$ cat src/rtl/core/assert_macros.svh
// Assertion helpers shared by the RTL.
`ifndef ASSERT_MACROS_SVH
`define ASSERT_MACROS_SVH

// Implication checked every clock edge outside reset.
`define ASSERT_IMPL(label, clk, rst, ante, cons, msg) \
  label: assert property (@(posedge clk) disable iff (rst) (ante) |-> (cons)) else $error(msg);

// Next-cycle implication checked outside reset.
`define ASSERT_NEXT(label, clk, rst, ante, cons, msg) \
  label: assert property (@(posedge clk) disable iff (rst) (ante) |=> (cons)) else $error(msg);

`endif

$ cat src/rtl/core/ycpu_pkg.sv
`default_nettype none
package ycpu_pkg;
  localparam int PosW = 24;
  localparam int AngW = 16;
  localparam int CordSteps = 24;
  localparam int StepW = 5;
  localparam int TrigW = 34;
  localparam logic signed [TrigW-1:0] CordK = 34'sd652032874;
  localparam int QDepth = 2;

  typedef enum logic [2:0] {
    FN_ORBIT = 3'd0,
    FN_LOOK = 3'd1,
    FN_ADVANCE = 3'd2,
    FN_STRAFE = 3'd3,
    FN_RELOAD = 3'd4
  } func_t;

  typedef enum logic [2:0] {
    CFG_DIST = 3'd0,
    CFG_EYE_X = 3'd1,
    CFG_EYE_Z = 3'd2,
    CFG_TGT_X = 3'd3,
    CFG_TGT_Z = 3'd4,
    CFG_YAW = 3'd5
  } cfg_idx_t;

  typedef enum logic [2:0] {
    ST_IDLE,
    ST_CORDIC,
    ST_MUL_A,
    ST_MUL_B,
    ST_WRITE,
    ST_OUT
  } back_state_t;

  // Classified command between the front and the back.
  typedef struct packed {
    logic [2:0] func;
    logic signed [PosW-1:0] amount;
  } cmd_t;

  function automatic logic signed [31:0] atan_entry(input logic [StepW-1:0] i);
    logic signed [31:0] r;
    begin
      unique case (i)
        5'd0: r = 32'sd536870912;   5'd1: r = 32'sd316933406;
        5'd2: r = 32'sd167458907;   5'd3: r = 32'sd85004756;
        5'd4: r = 32'sd42667331;    5'd5: r = 32'sd21354465;
        5'd6: r = 32'sd10679838;    5'd7: r = 32'sd5340245;
        5'd8: r = 32'sd2670163;     5'd9: r = 32'sd1335087;
        5'd10: r = 32'sd667544;     5'd11: r = 32'sd333772;
        5'd12: r = 32'sd166886;     5'd13: r = 32'sd83443;
        5'd14: r = 32'sd41722;      5'd15: r = 32'sd20861;
        5'd16: r = 32'sd10430;      5'd17: r = 32'sd5215;
        5'd18: r = 32'sd2608;       5'd19: r = 32'sd1304;
        5'd20: r = 32'sd652;        5'd21: r = 32'sd326;
        5'd22: r = 32'sd163;        5'd23: r = 32'sd81;
        default: r = 32'sd0;
      endcase
      return r;
    end
  endfunction
endpackage
`default_nettype wire

$ cat src/rtl/core/yaw_camera_pose_update.sv
// Channel | Dir | tdata fields (low bit up)                         | tuser
// s_axis  | in  | amount[23:0]                                      | func[2:0]
// m_axis  | out | eye_x, eye_z, target_x, target_z, yaw_out          | saturated
// cfg     | in  | cfg_we, cfg_index[2:0], cfg_data[23:0]
//
// Each item passes through the execution unit as one pop, one CORDIC seed,
// 24 CORDIC iterations (sin/cos on one shared shift-add unit), two
// multiplier passes, one write-back and a result state that is held until
// m_tready is high.
// A two-entry queue sits between the input side and the execution unit, so
// up to two items are taken while a result waits.
// rst is synchronous, active high; it restores the reset pose and registers.
`default_nettype none
module yaw_camera_pose_update
  import ycpu_pkg::*;
(
  input  wire logic clk,
  input  wire logic rst,
  input  wire logic s_tvalid,
  output logic s_tready,
  input  wire logic [23:0] s_tdata, // amount
  input  wire logic [7:0] s_tuser, // func[2:0], zero padded
  output logic m_tvalid,
  input  wire logic m_tready,
  output logic [119:0] m_tdata, // eye_x, eye_z, target_x, target_z, yaw_out
  output logic [7:0] m_tuser, // saturated, zero padded
  input  wire logic cfg_we,
  input  wire logic [2:0] cfg_index,
  input  wire logic [23:0] cfg_data
);
  logic [22:0] orbit_dist;
  logic signed [23:0] st_eye_x, st_eye_z, st_tgt_x, st_tgt_z;
  logic [15:0] st_yaw;
  logic full, q_valid, q_pop;
  cmd_t q_cmd;
  logic [PosW-1:0] ex, ez, tx, tz;
  logic [AngW-1:0] yw;
  logic sat;

  always_ff @(posedge clk) begin
    if (rst) begin
      orbit_dist <= 23'd4096;
      st_eye_x <= '0;
      st_eye_z <= '0;
      st_tgt_x <= '0;
      st_tgt_z <= 24'sd4096;
      st_yaw <= '0;
    end else if (cfg_we) begin
      unique case (cfg_index)
        CFG_DIST: orbit_dist <= cfg_data[22:0];
        CFG_EYE_X: st_eye_x <= cfg_data;
        CFG_EYE_Z: st_eye_z <= cfg_data;
        CFG_TGT_X: st_tgt_x <= cfg_data;
        CFG_TGT_Z: st_tgt_z <= cfg_data;
        CFG_YAW: st_yaw <= cfg_data[15:0];
        default: ;
      endcase
    end
  end

  assign s_tready = !full;

  ycpu_cmd_queue u_queue (
    .clk(clk), .rst(rst), .s_tdata_func(s_tuser), .s_amount(s_tdata),
    .push(s_tvalid), .full(full), .pop_valid(q_valid), .pop_cmd(q_cmd), .pop(q_pop)
  );

  ycpu_back u_back (
    .clk(clk), .rst(rst), .cmd_valid(q_valid), .cmd(q_cmd), .cmd_pop(q_pop),
    .orbit_dist(orbit_dist), .st_eye_x(st_eye_x), .st_eye_z(st_eye_z),
    .st_tgt_x(st_tgt_x),
    .st_tgt_z(st_tgt_z), .st_yaw(st_yaw), .res_valid(m_tvalid), .res_ready(m_tready),
    .eye_x_out(ex), .eye_z_out(ez), .target_x_out(tx), .target_z_out(tz),
    .yaw_out(yw), .saturated(sat)
  );

  assign m_tdata = {8'd0, yw, tz, tx, ez, ex};
  assign m_tuser = {7'd0, sat};
endmodule
`default_nettype wire

$ cat src/rtl/core/ycpu_cmd_queue.sv
`default_nettype none
`include "assert_macros.svh"
module ycpu_cmd_queue
  import ycpu_pkg::*;
(
  input  wire logic clk,
  input  wire logic rst,
  input  wire logic [7:0] s_tdata_func,
  input  wire logic signed [PosW-1:0] s_amount,
  input  wire logic push,
  output logic full,
  output logic pop_valid,
  output cmd_t pop_cmd,
  input  wire logic pop
);
  cmd_t mem [QDepth];
  logic [0:0] wr_ptr, rd_ptr;
  logic [1:0] count;

  assign full = (count == 2'(QDepth));
  assign pop_valid = (count != 2'd0);
  assign pop_cmd = mem[rd_ptr];

  always_ff @(posedge clk) begin
    if (push && !full) begin
      mem[wr_ptr] <= '{func: s_tdata_func[2:0], amount: s_amount};
    end
  end

  always_ff @(posedge clk) begin
    if (rst) begin
      wr_ptr <= '0;
      rd_ptr <= '0;
      count <= '0;
    end else begin
      if (push && !full) wr_ptr <= wr_ptr + 1'b1;
      if (pop && pop_valid) rd_ptr <= rd_ptr + 1'b1;
      count <= count + 2'(push && !full) - 2'(pop && pop_valid);
    end
  end

  `ASSERT_IMPL(a_cnt_range, clk, rst, 1'b1, count <= 2'(QDepth), "queue count overflow")
  `ASSERT_NEXT(a_push_grows, clk, rst, push && !full && !pop,
    count == $past(count) + 2'd1, "push lost")
endmodule
`default_nettype wire

$ cat src/rtl/core/ycpu_back.sv
`default_nettype none
`include "assert_macros.svh"
module ycpu_back
  import ycpu_pkg::*;
(
  input  wire logic clk,
  input  wire logic rst,
  input  wire logic cmd_valid,
  input  wire cmd_t cmd,
  output logic cmd_pop,
  input  wire logic [22:0] orbit_dist,
  input  wire logic signed [23:0] st_eye_x,
  input  wire logic signed [23:0] st_eye_z,
  input  wire logic signed [23:0] st_tgt_x,
  input  wire logic signed [23:0] st_tgt_z,
  input  wire logic [15:0] st_yaw,
  output logic res_valid,
  input  wire logic res_ready,
  output logic [PosW-1:0] eye_x_out,
  output logic [PosW-1:0] eye_z_out,
  output logic [PosW-1:0] target_x_out,
  output logic [PosW-1:0] target_z_out,
  output logic [AngW-1:0] yaw_out,
  output logic saturated
);
  localparam logic signed [PosW+1:0] PosHi = (26'sd1 <<< (PosW-1)) - 26'sd1;
  localparam logic signed [PosW+1:0] PosLo = -(26'sd1 <<< (PosW-1));

  back_state_t state, state_next;
  logic signed [PosW-1:0] eye_x, eye_z, tgt_x, tgt_z;
  logic [AngW-1:0] heading;
  logic [2:0] func;
  logic signed [PosW-1:0] amt;
  logic signed [TrigW-1:0] cx, cy;
  logic signed [32:0] cz;
  logic flip;
  logic [StepW-1:0] step;
  logic [StepW-1:0] it_idx;
  logic signed [PosW-1:0] mul_a;
  logic signed [TrigW-1:0] mul_b;
  logic signed [PosW+TrigW-1:0] prod;
  logic signed [PosW+1:0] term_s, term_c;
  logic sat;
  logic signed [PosW-1:0] out_eye_x, out_eye_z, out_tgt_x, out_tgt_z;
  logic [AngW-1:0] out_yaw;

  function automatic logic signed [PosW+1:0] round_prod(input logic signed [PosW+TrigW-1:0] p);
    logic signed [PosW+TrigW-1:0] r;
    begin
      r = (p + (58'sd1 <<< 29)) >>> 30;
      return r[PosW+1:0];
    end
  endfunction

  function automatic logic signed [PosW+1:0] clip(input logic signed [PosW+1:0] v);
    begin
      if (v > PosHi) return PosHi;
      if (v < PosLo) return PosLo;
      return v;
    end
  endfunction

  function automatic logic over(input logic signed [PosW+1:0] v);
    return (v > PosHi) || (v < PosLo);
  endfunction

  // Angle to 32-bit binary angle with quadrant fold.
  logic [31:0] ang32, ang_f;
  logic q_flip;
  logic [AngW-1:0] new_heading;
  always_comb begin
    unique case (func)
      FN_ORBIT: new_heading = heading - amt[AngW-1:0];
      FN_LOOK: new_heading = heading + amt[AngW-1:0];
      default: new_heading = heading;
    endcase
    ang32 = {new_heading, 16'd0};
    q_flip = (ang32[31:30] == 2'd1) || (ang32[31:30] == 2'd2);
    ang_f = q_flip ? ang32 + 32'h8000_0000 : ang32;
  end

  assign prod = mul_a * mul_b;
  // Step 0 seeds the rotator; steps 1..CordSteps run iterations 0..CordSteps-1.
  assign it_idx = step - 5'd1;

  always_comb begin
    state_next = state;
    unique case (state)
      ST_IDLE: if (cmd_valid) state_next = ST_CORDIC;
      ST_CORDIC: if (step == 5'(CordSteps)) state_next = ST_MUL_A;
      ST_MUL_A: state_next = ST_MUL_B;
      ST_MUL_B: state_next = ST_WRITE;
      ST_WRITE: state_next = ST_OUT;
      ST_OUT: if (res_ready) state_next = ST_IDLE;
      default: state_next = ST_IDLE;
    endcase
  end

  always_comb begin
    cmd_pop = (state == ST_IDLE) && cmd_valid;
    res_valid = (state == ST_OUT);
    eye_x_out = out_eye_x;
    eye_z_out = out_eye_z;
    target_x_out = out_tgt_x;
    target_z_out = out_tgt_z;
    yaw_out = out_yaw;
    saturated = sat;
  end

  // Multiplier operand selection: first pass gives the sine term, second the cosine.
  logic signed [TrigW-1:0] fx, fy;
  always_comb begin
    fx = flip ? -cx : cx;
    fy = flip ? -cy : cy;
    mul_a = (func == FN_ORBIT || func == FN_LOOK) ? $signed({1'b0, orbit_dist}) : amt;
    mul_b = (state == ST_MUL_A) ? fy : fx;
  end

  logic signed [PosW+1:0] ex, ez, tx, tz, dxs, dzs;
  always_comb begin
    dxs = '0;
    dzs = '0;
    ex = 26'(eye_x);
    ez = 26'(eye_z);
    tx = 26'(tgt_x);
    tz = 26'(tgt_z);
    unique case (func)
      FN_ORBIT: begin
        ex = 26'(tgt_x) + term_s;
        ez = 26'(tgt_z) - term_c;
      end
      FN_LOOK: begin
        tx = 26'(eye_x) - term_s;
        tz = 26'(eye_z) + term_c;
      end
      FN_ADVANCE, FN_STRAFE: begin
        dxs = (func == FN_ADVANCE) ? -term_s : -term_c;
        dzs = (func == FN_ADVANCE) ? term_c : -term_s;
        ex = 26'(eye_x) + dxs;
        ez = 26'(eye_z) + dzs;
        tx = 26'(tgt_x) + dxs;
        tz = 26'(tgt_z) + dzs;
      end
      FN_RELOAD: begin
        ex = 26'(st_eye_x);
        ez = 26'(st_eye_z);
        tx = 26'(st_tgt_x);
        tz = 26'(st_tgt_z);
      end
      default: ;
    endcase
  end

  logic signed [PosW+1:0] c_ex, c_ez, c_tx, c_tz;
  logic [PosW-1:0] w_ex, w_ez, w_tx, w_tz;
  assign c_ex = clip(ex);
  assign c_ez = clip(ez);
  assign c_tx = clip(tx);
  assign c_tz = clip(tz);
  assign w_ex = c_ex[PosW-1:0];
  assign w_ez = c_ez[PosW-1:0];
  assign w_tx = c_tx[PosW-1:0];
  assign w_tz = c_tz[PosW-1:0];

  always_ff @(posedge clk) begin
    if (rst) begin
      state <= ST_IDLE;
      eye_x <= '0;
      eye_z <= '0;
      tgt_x <= '0;
      tgt_z <= 24'sd4096;
      heading <= '0;
    end else begin
      state <= state_next;
      if (state == ST_WRITE) begin
        eye_x <= w_ex;
        eye_z <= w_ez;
        tgt_x <= w_tx;
        tgt_z <= w_tz;
        heading <= (func == FN_RELOAD) ? st_yaw : new_heading;
      end
    end
  end

  always_ff @(posedge clk) begin
    unique case (state)
      ST_IDLE: begin
        func <= cmd.func;
        amt <= cmd.amount;
        step <= '0;
      end
      ST_CORDIC: begin
        if (step == 5'd0) begin
          // Seed from the folded angle of the held command.
          flip <= q_flip;
          cz <= 33'($signed(ang_f));
          cx <= CordK;
          cy <= '0;
        end else if (cz >= 0) begin
          cx <= cx - (cy >>> it_idx);
          cy <= cy + (cx >>> it_idx);
          cz <= cz - 33'(atan_entry(it_idx));
        end else begin
          cx <= cx + (cy >>> it_idx);
          cy <= cy - (cx >>> it_idx);
          cz <= cz + 33'(atan_entry(it_idx));
        end
        step <= step + 5'd1;
      end
      ST_MUL_A: term_s <= round_prod(prod);
      ST_MUL_B: term_c <= round_prod(prod);
      ST_WRITE: begin
        sat <= (func == FN_ORBIT) ? (over(ex) || over(ez)) :
               (func == FN_LOOK) ? (over(tx) || over(tz)) :
               (func == FN_ADVANCE || func == FN_STRAFE || func == FN_RELOAD) ?
               (over(ex) || over(ez) || over(tx) || over(tz)) : 1'b0;
        out_eye_x <= w_ex;
        out_eye_z <= w_ez;
        out_tgt_x <= w_tx;
        out_tgt_z <= w_tz;
        out_yaw <= (func == FN_RELOAD) ? st_yaw : new_heading;
      end
      default: ;
    endcase
  end

  `ASSERT_IMPL(a_pop_idle, clk, rst, cmd_pop, state == ST_IDLE, "pop outside idle")
  `ASSERT_NEXT(a_out_hold, clk, rst, res_valid && !res_ready, res_valid, "result dropped")
endmodule
`default_nettype wire

$ cat config.mk
export PLATFORM = sky130hd
export DESIGN_NAME = yaw_camera_pose_update
export DESIGN_NICKNAME = d
export VERILOG_FILES = /design/src/rtl/core/ycpu_pkg.sv /design/src/rtl/core/yaw_camera_pose_update.sv /design/src/rtl/core/ycpu_cmd_queue.sv /design/src/rtl/core/ycpu_back.sv
export VERILOG_INCLUDE_DIRS = /design/src /design/src/rtl/core
export SDC_FILE = /design/constraint.sdc
export NUM_CORES = 2
export LEC_CHECK = 0
export BUFFER_PORTS_ARGS = -buffer_cell sky130_fd_sc_hd__buf_2
export CORE_UTILIZATION = 40
export DETAILED_ROUTE_END_ITERATION = 8
export GPL_ROUTABILITY_DRIVEN = 0
export SETUP_SLACK_MARGIN = 0.1
export SLEW_MARGIN = 0
export SYNTH_ARGS = -nofsm -noshare
export SYNTH_HDL_FRONTEND = slang
export SYNTH_SLANG_ARGS = --single-unit
export TNS_END_PERCENT = 1
$ cat constraint.sdc
create_clock -name clk -period 17.4 [get_ports clk]
set_input_delay 0.87 -clock clk [delete_from_list [all_inputs] [get_ports clk]]
set_output_delay 0.87 -clock clk [all_outputs]
set_load 0.05 [all_outputs]
# After elaboration in Yosys (flattened, before gate mapping)
# Memory sizes are Yosys's and may differ from the RTL's. A register that Yosys moved wholly into a read port is not among the register bits.
# Cells that the tools add are included.
# Widths: inputs -> output; s select.
[classes] shifts=2 add_sub_neg=28 eq_ne=21 mul=1 muxes=61 reduce_logical=31 order_cmp=9
[ops] op="$mux 24" n=17
[ops] op="$pmux 26 s3" n=4
[ops] op="$mux 32" n=7
[ops] op="$mux 34" n=5
[ops] op="$add 24x26->26" n=6
[ops] op="$gt 26x24->1 const B" n=4
[ops] op="$lt 26x24->1 const B" n=4
[ops] op="$add 34x34->34" n=2
[ops] op="$neg 34->34" n=2
[ops] op="$sshr 34x5->34" n=2
[ops] op="$sub 34x34->34" n=2
[ops] op="$mux 33" n=2
[ops] op="$add 56x31->56 const B" n=1
[ops] op="$mul 24x34->56" n=1
[ops] op="$mux 26" n=2
[ops] op="$neg 26->26" n=2
[ops] op="$sub 24x26->26" n=2
[ops] op="$add 33x32->33" n=1
[ops] op="$ge 33x1->1 const B" n=1
[ops] op="$sub 33x32->33" n=1
[ops] op="$add 32x32->32 const B" n=1
[ops] op="$pmux 16 s2" n=1
[ops] op="$eq 3x2->1 const B" n=6
[ops] op="$pmux 3 s6" n=1
[ops] op="other kinds (26)" n=76
[word_totals] inputBits=64 mem_bits_ro=1920 mem_count=3 ram_bits=54 out_inout_bits=130 wordCells=184 regBits=526
[memory_table] name="(name not given)" words=32 width=30 read_ports=1 rd_clocked_by_memory_dff=0 write_ports=0 line_no="ycpu_pkg.sv:46" source="unique case (i)"
[memory_table] name="(name not given)" words=32 width=30 read_ports=1 rd_clocked_by_memory_dff=0 write_ports=0 line_no="ycpu_pkg.sv:46"
[memory_table] name="u_queue.mem" words=2 width=27 read_ports=1 rd_clocked_by_memory_dff=1 write_ports=1 line_no="ycpu_cmd_queue.sv:16" source="cmd_t mem [QDepth];"

# Depth between registers and ports, before layout
[depth] word_depth=12 ltp_mapped=38 mapped_depth_nobuf=37

# By module
# From an unflattened synthesis, not the netlist that was laid out.
[hier_totals] cells_unflattened=8873 hier_area_um2=77790.9
[by_module_without_submodules] mod="ycpu_back" instances=1 cells_each=8272 area_per_inst_um2=70173.6 seq_area_each_um2=11280.8
[by_module_without_submodules] mod="yaw_camera_pose_update" instances=1 cells_each=490 area_per_inst_um2=5426.5 seq_area_each_um2=2702.6
[by_module_without_submodules] mod="ycpu_cmd_queue" instances=1 cells_each=111 area_per_inst_um2=2190.9 seq_area_each_um2=1721.7

# Worst setup path after synthesis
# Ideal clock, no wire load.
[synth_path] kind="register to register" start="reg u_back.cy[12]" end="reg u_back.term_c[25], data pin" arrival_ps=9614 path_stages_with_launch=35 t_required_ps=17136 n_path_buf=1 slack_ps=7521 synth_period_minus_slack_ps=9879 cell_sequence="edfxtp_1 > or3_1 > or4_1 > or3_1 > nor2_1 > nand2_1 > or2_2 > or4_1 > o211ai_1 > a22o_1 > clkbuf_1 > nor2_1 > fa_1 > inv_1 > fa_1 > fa_1 > fa_1 > inv_1 > fa_1 > fa_1 > inv_1 > fa_1 > inv_1 > ha_1 > a21o_1 > a21oi_1 > nor2_1 > o41ai_1 > o21ai_0 > or3b_2 > o21ai_0 > o21ai_1 > a211oi_1 > o21bai_1 > xnor2_1"
[synth_between] elab_chain_cells=5
[synth_rtl] element="start, declared" line_no="ycpu_back.sv:34" source="logic signed [TrigW-1:0] cx, cy;"
[synth_rtl] element="start signal, assigned" line_no="ycpu_back.sv:201" source="cy <= cy + (cx >>> it_idx);"
[synth_rtl] element="start signal, assigned" line_no="ycpu_back.sv:205" source="cy <= cy - (cx >>> it_idx);"
[synth_rtl] element="$neg 34->34" line_no="ycpu_back.sv:114" source="fy = flip ? -cy : cy;"
[synth_rtl] element="$mux 34 (*)" line_no="ycpu_back.sv:114"
[synth_rtl] element="$mux 34 (*)" line_no="ycpu_back.sv:116" source="mul_b = (state == ST_MUL_A) ? fy : fx;"
[synth_rtl] element="$mul 24x34->56 (*)" line_no="ycpu_back.sv:82" source="assign prod = mul_a * mul_b;"
[synth_rtl] element="$add 56x31->56 (*)" line_no="ycpu_back.sv:50" source="r = (p + (58'sd1 <<< 29)) >>> 30;"
[synth_rtl] element="end signal, assigned" line_no="ycpu_back.sv:211" source="ST_MUL_B: term_c <= round_prod(prod);"
[synth_rtl] element="end, declared" line_no="ycpu_back.sv:42" source="logic signed [PosW+1:0] term_s, term_c;"
# Every way passes the cells marked *; elsewhere a longest branch is shown, timed or not.
# A chain may end at the register's enable or synchronous reset.

# Worst setup path after layout
[layout_path] start="reg u_back.cy[2]" end="reg u_back.term_c[18], data pin"
# Same word-level chain as after synthesis.

==> results.sh <==
export IMPL_status="completed"
export IMPL_seqCellArea_um2=15700
export IMPL_drc=0
export IMPL_clock_latency_ns=0.73
export IMPL_hold_class="in -> reg"
export IMPL_clock_skew_ns=0.0391
export IMPL_max_stage_delay_ns=0.87
export IMPL_antenna_found_initial=11
export IMPL_final_setup_viol_count=0
export IMPL_multi_input_area_um2=56100
export IMPL_grt_usage=0.283
export IMPL_path_buf_inv=6
export IMPL_avgViaCountPerCell=5.99
export IMPL_grt_pass1_vias=67400
export IMPL_synth_seq_cells=607
export IMPL_critical_path_required_ns=17.88
export IMPL_fmax_mhz=81.6
export IMPL_crit_family="adder cells"
export IMPL_ios=194
export IMPL_ant_nets=0
export IMPL_finalCritPeriodShare=0.704
export IMPL_max_slew_margin=0.0719
export IMPL_reg2reg_slack_ns=5.15
export IMPL_cts_hold_buf=0
export IMPL_drt_initial_drc_count=7224
export IMPL_clkTransAtPathRegs_ns=0.06
export IMPL_synth_cells=9012
export IMPL_fill_cells=18900
export IMPL_numCtsBuffers=78
export IMPL_yosys_most_used_dff="edfxtp_1"
export IMPL_cts_sinks=607
export IMPL_dieArea_um2=195000
export IMPL_core_area_um2=192000
export IMPL_cts_root_buffer_cell="clkbuf_16"
export IMPL_postCtsSetupRepairBufs=0
export IMPL_async_flop_share=0
export IMPL_tightestPinTransition_ns=1.36
export IMPL_rows=161
export IMPL_fin_crit_ns=12.25
export IMPL_yosysSeqAreaShare=0.203
export IMPL_crit_slowest_cell="nor4_1"
export IMPL_grt_max_degree=109
export IMPL_port_buffers=173
export IMPL_nNetsFinal=10300
export IMPL_synth_cell_area_um2=77400
export IMPL_path_class="reg -> reg"
export IMPL_clockBufferDepth=3
export IMPL_synth_cell_types=122
export IMPL_drv_cap=0
export IMPL_synth_edf_count=353
export IMPL_cp_start_kind="register"
export IMPL_ctsResizeCount=0
export IMPL_place_hpwl_um=215000
export IMPL_finalHoldViolCount=0
export IMPL_cts_tree="done"
export IMPL_synth_warnings=0
export IMPL_rsz0062_at_grt="false"
export IMPL_worstPathMaxFanout=18
export IMPL_dr_total_vias=69100
export IMPL_grt_ovfl_total=0
export IMPL_wirelength_um=282000
export IMPL_routedWlPerCell_um=24.5
export IMPL_fin_setup_tns_ns=0
export IMPL_crit_arrival_ns=12.74
export IMPL_syn_area_per_cell_um2=8.58
export IMPL_final_layout_size_suffix_gt1_frac=0.0812
export IMPL_grt_pass1_wl_um=421000
export IMPL_first_pass_iters=9
export IMPL_initial_core_util=0.402
export IMPL_end_kind="register"
export IMPL_area_growth_pct=7.68
export IMPL_die_w_um=442
export IMPL_die_h_um=442
export IMPL_htreeDepth=3
export IMPL_cpMostUsedCell="fa_1"
export IMPL_drv_slew=0
sequential cells by signal, indices dropped and copies added, names as in the netlist, 26 cells and up:
name and flops:
u_back.cx 34, u_back.cy 34, u_back.cz 33, u_back.term_c 26
u_back.term_s 26, u_queue.mem 54
per-layer routing:
metal  vias to the layer above  global-route usage  routed length (um)
li1                      30500                   -                   -
met1                     34000               0.360              111000
met2                      3670               0.449              126000
met3                       867              0.0564               26500
met4                         4               0.159               18700
met5                         -                   0                  31
worst paths after layout:
kind / start / end / cells after the start
max: u_back.cy[2]$_SDFFCE_PP0P_ / u_back.term_c[18]$_DFFE_PN_ / 33
min: s_tdata[10] / u_queue.mem[1][10]$_DFFE_PP_ / 1
max reg2reg: u_back.cy[2]$_SDFFCE_PP0P_ / u_back.term_c[18]$_DFFE_PN_ / 33
min reg2reg: st_eye_x[10]$_SDFFE_PP0P_ / st_eye_x[10]$_SDFFE_PP0P_ / 2
kinds of logic (layout without fill, tap and decap cells):
| family | count (synthesis) | after routing | synth area share |
|---|---|---|---|
| mux | 240 | 240 | 0.0472 |
| fa+ha+maj | 1300 | 1300 | 0.290 |
| flops | 607 | 607 | 0.203 |
| xor+xnor | 450 | 450 | 0.0510 |
| simple gates | 2945 | 2945 | 0.166 |
| buf+inv | 1517 | 1482 | 0.0773 |
| other cells | 1 | 19 | 0.0000485 |
| compound gates | 1952 | 1952 | 0.166 |
Yosys cell counts, types with 97 or more instances:
master | instances | area [um2]
a21oi_1 | 563 | 2820
ha_1 | 479 | 5990
a211oi_1 | 122 | 916
nor3_1 | 130 | 651
a21o_1 | 158 | 1190
nand2_1 | 1294 | 4860
dfxtp_1 | 254 | 5080
edfxtp_1 | 353 | 10600
inv_1 | 1019 | 3820
o21ai_0 | 391 | 1960
xor2_1 | 181 | 1590
nand3_1 | 109 | 546
nor2_1 | 916 | 3440
xnor2_1 | 269 | 2360
clkbuf_1 | 379 | 1420
fa_1 | 820 | 16400
mux2i_1 | 97 | 971
layout make-up:
cell class | instances | share of cell area
Multi-Input combinational cell | 6902 | 0.674
Sequential cell | 607 | 0.188
Inverter | 1027 | 0.0464
Tap cell | 2526 | 0.0379
Clock buffer | 103 | 0.0254
Timing Repair Buffer | 309 | 0.0228
Clock inverter | 43 | 0.00496
Antenna cell | 4 | 0.000120
through the flow:
| step | util | std cells | setup slack (ns) | instance area, um2 | hold slack (ns) |
|---|---|---|---|---|---|
| 2_1_floorplan | - | 9026 | 7.52 | 77400 | 0.432 |
| 3_3_place_gp | 0.420 | 11400 | 5.53 | 80800 | 0.438 |
| 3_5_place_dp | 0.420 | 11400 | 5.44 | 80800 | 0.446 |
| 4_1_cts | 0.433 | 11500 | 5.38 | 83300 | 0.274 |
| 5_1_grt | 0.433 | 11500 | 4.54 | 83300 | 0.307 |
| 6_report | 0.433 | 11500 | 5.15 | 83300 | 0.326 |
cell usage in the layout (no fill, tap or decap), types with 47 or more instances in the layout:
cell type | Yosys | final
nand3_1 | 109 | 108
ha_1 | 479 | 477
o21ai_0 | 391 | 391
and3_1 | 55 | 54
clkbuf_16 | 0 | 79
buf_4 | 25 | 136
xnor2_1 | 269 | 268
a21oi_1 | 563 | 563
xor2_1 | 181 | 180
nor3_1 | 130 | 127
nor2b_1 | 64 | 63
nand2b_1 | 54 | 54
inv_1 | 1019 | 1018
a211oi_1 | 122 | 115
mux2_2 | 47 | 47
dfxtp_1 | 254 | 253
a21o_1 | 158 | 158
mux2i_1 | 97 | 84
edfxtp_1 | 353 | 353
and2_1 | 48 | 48
o22ai_1 | 49 | 49
fa_1 | 820 | 820
nor2_1 | 916 | 909
mux4_2 | 94 | 94
o21a_1 | 85 | 85
buf_2 | 30 | 172
nand2_1 | 1294 | 1290
or3_1 | 57 | 56
nand4_1 | 51 | 51
Power is left out: the tool's default activity adds up to more than one toggle a clock period on the data nets, which glitch-free logic cannot reach.
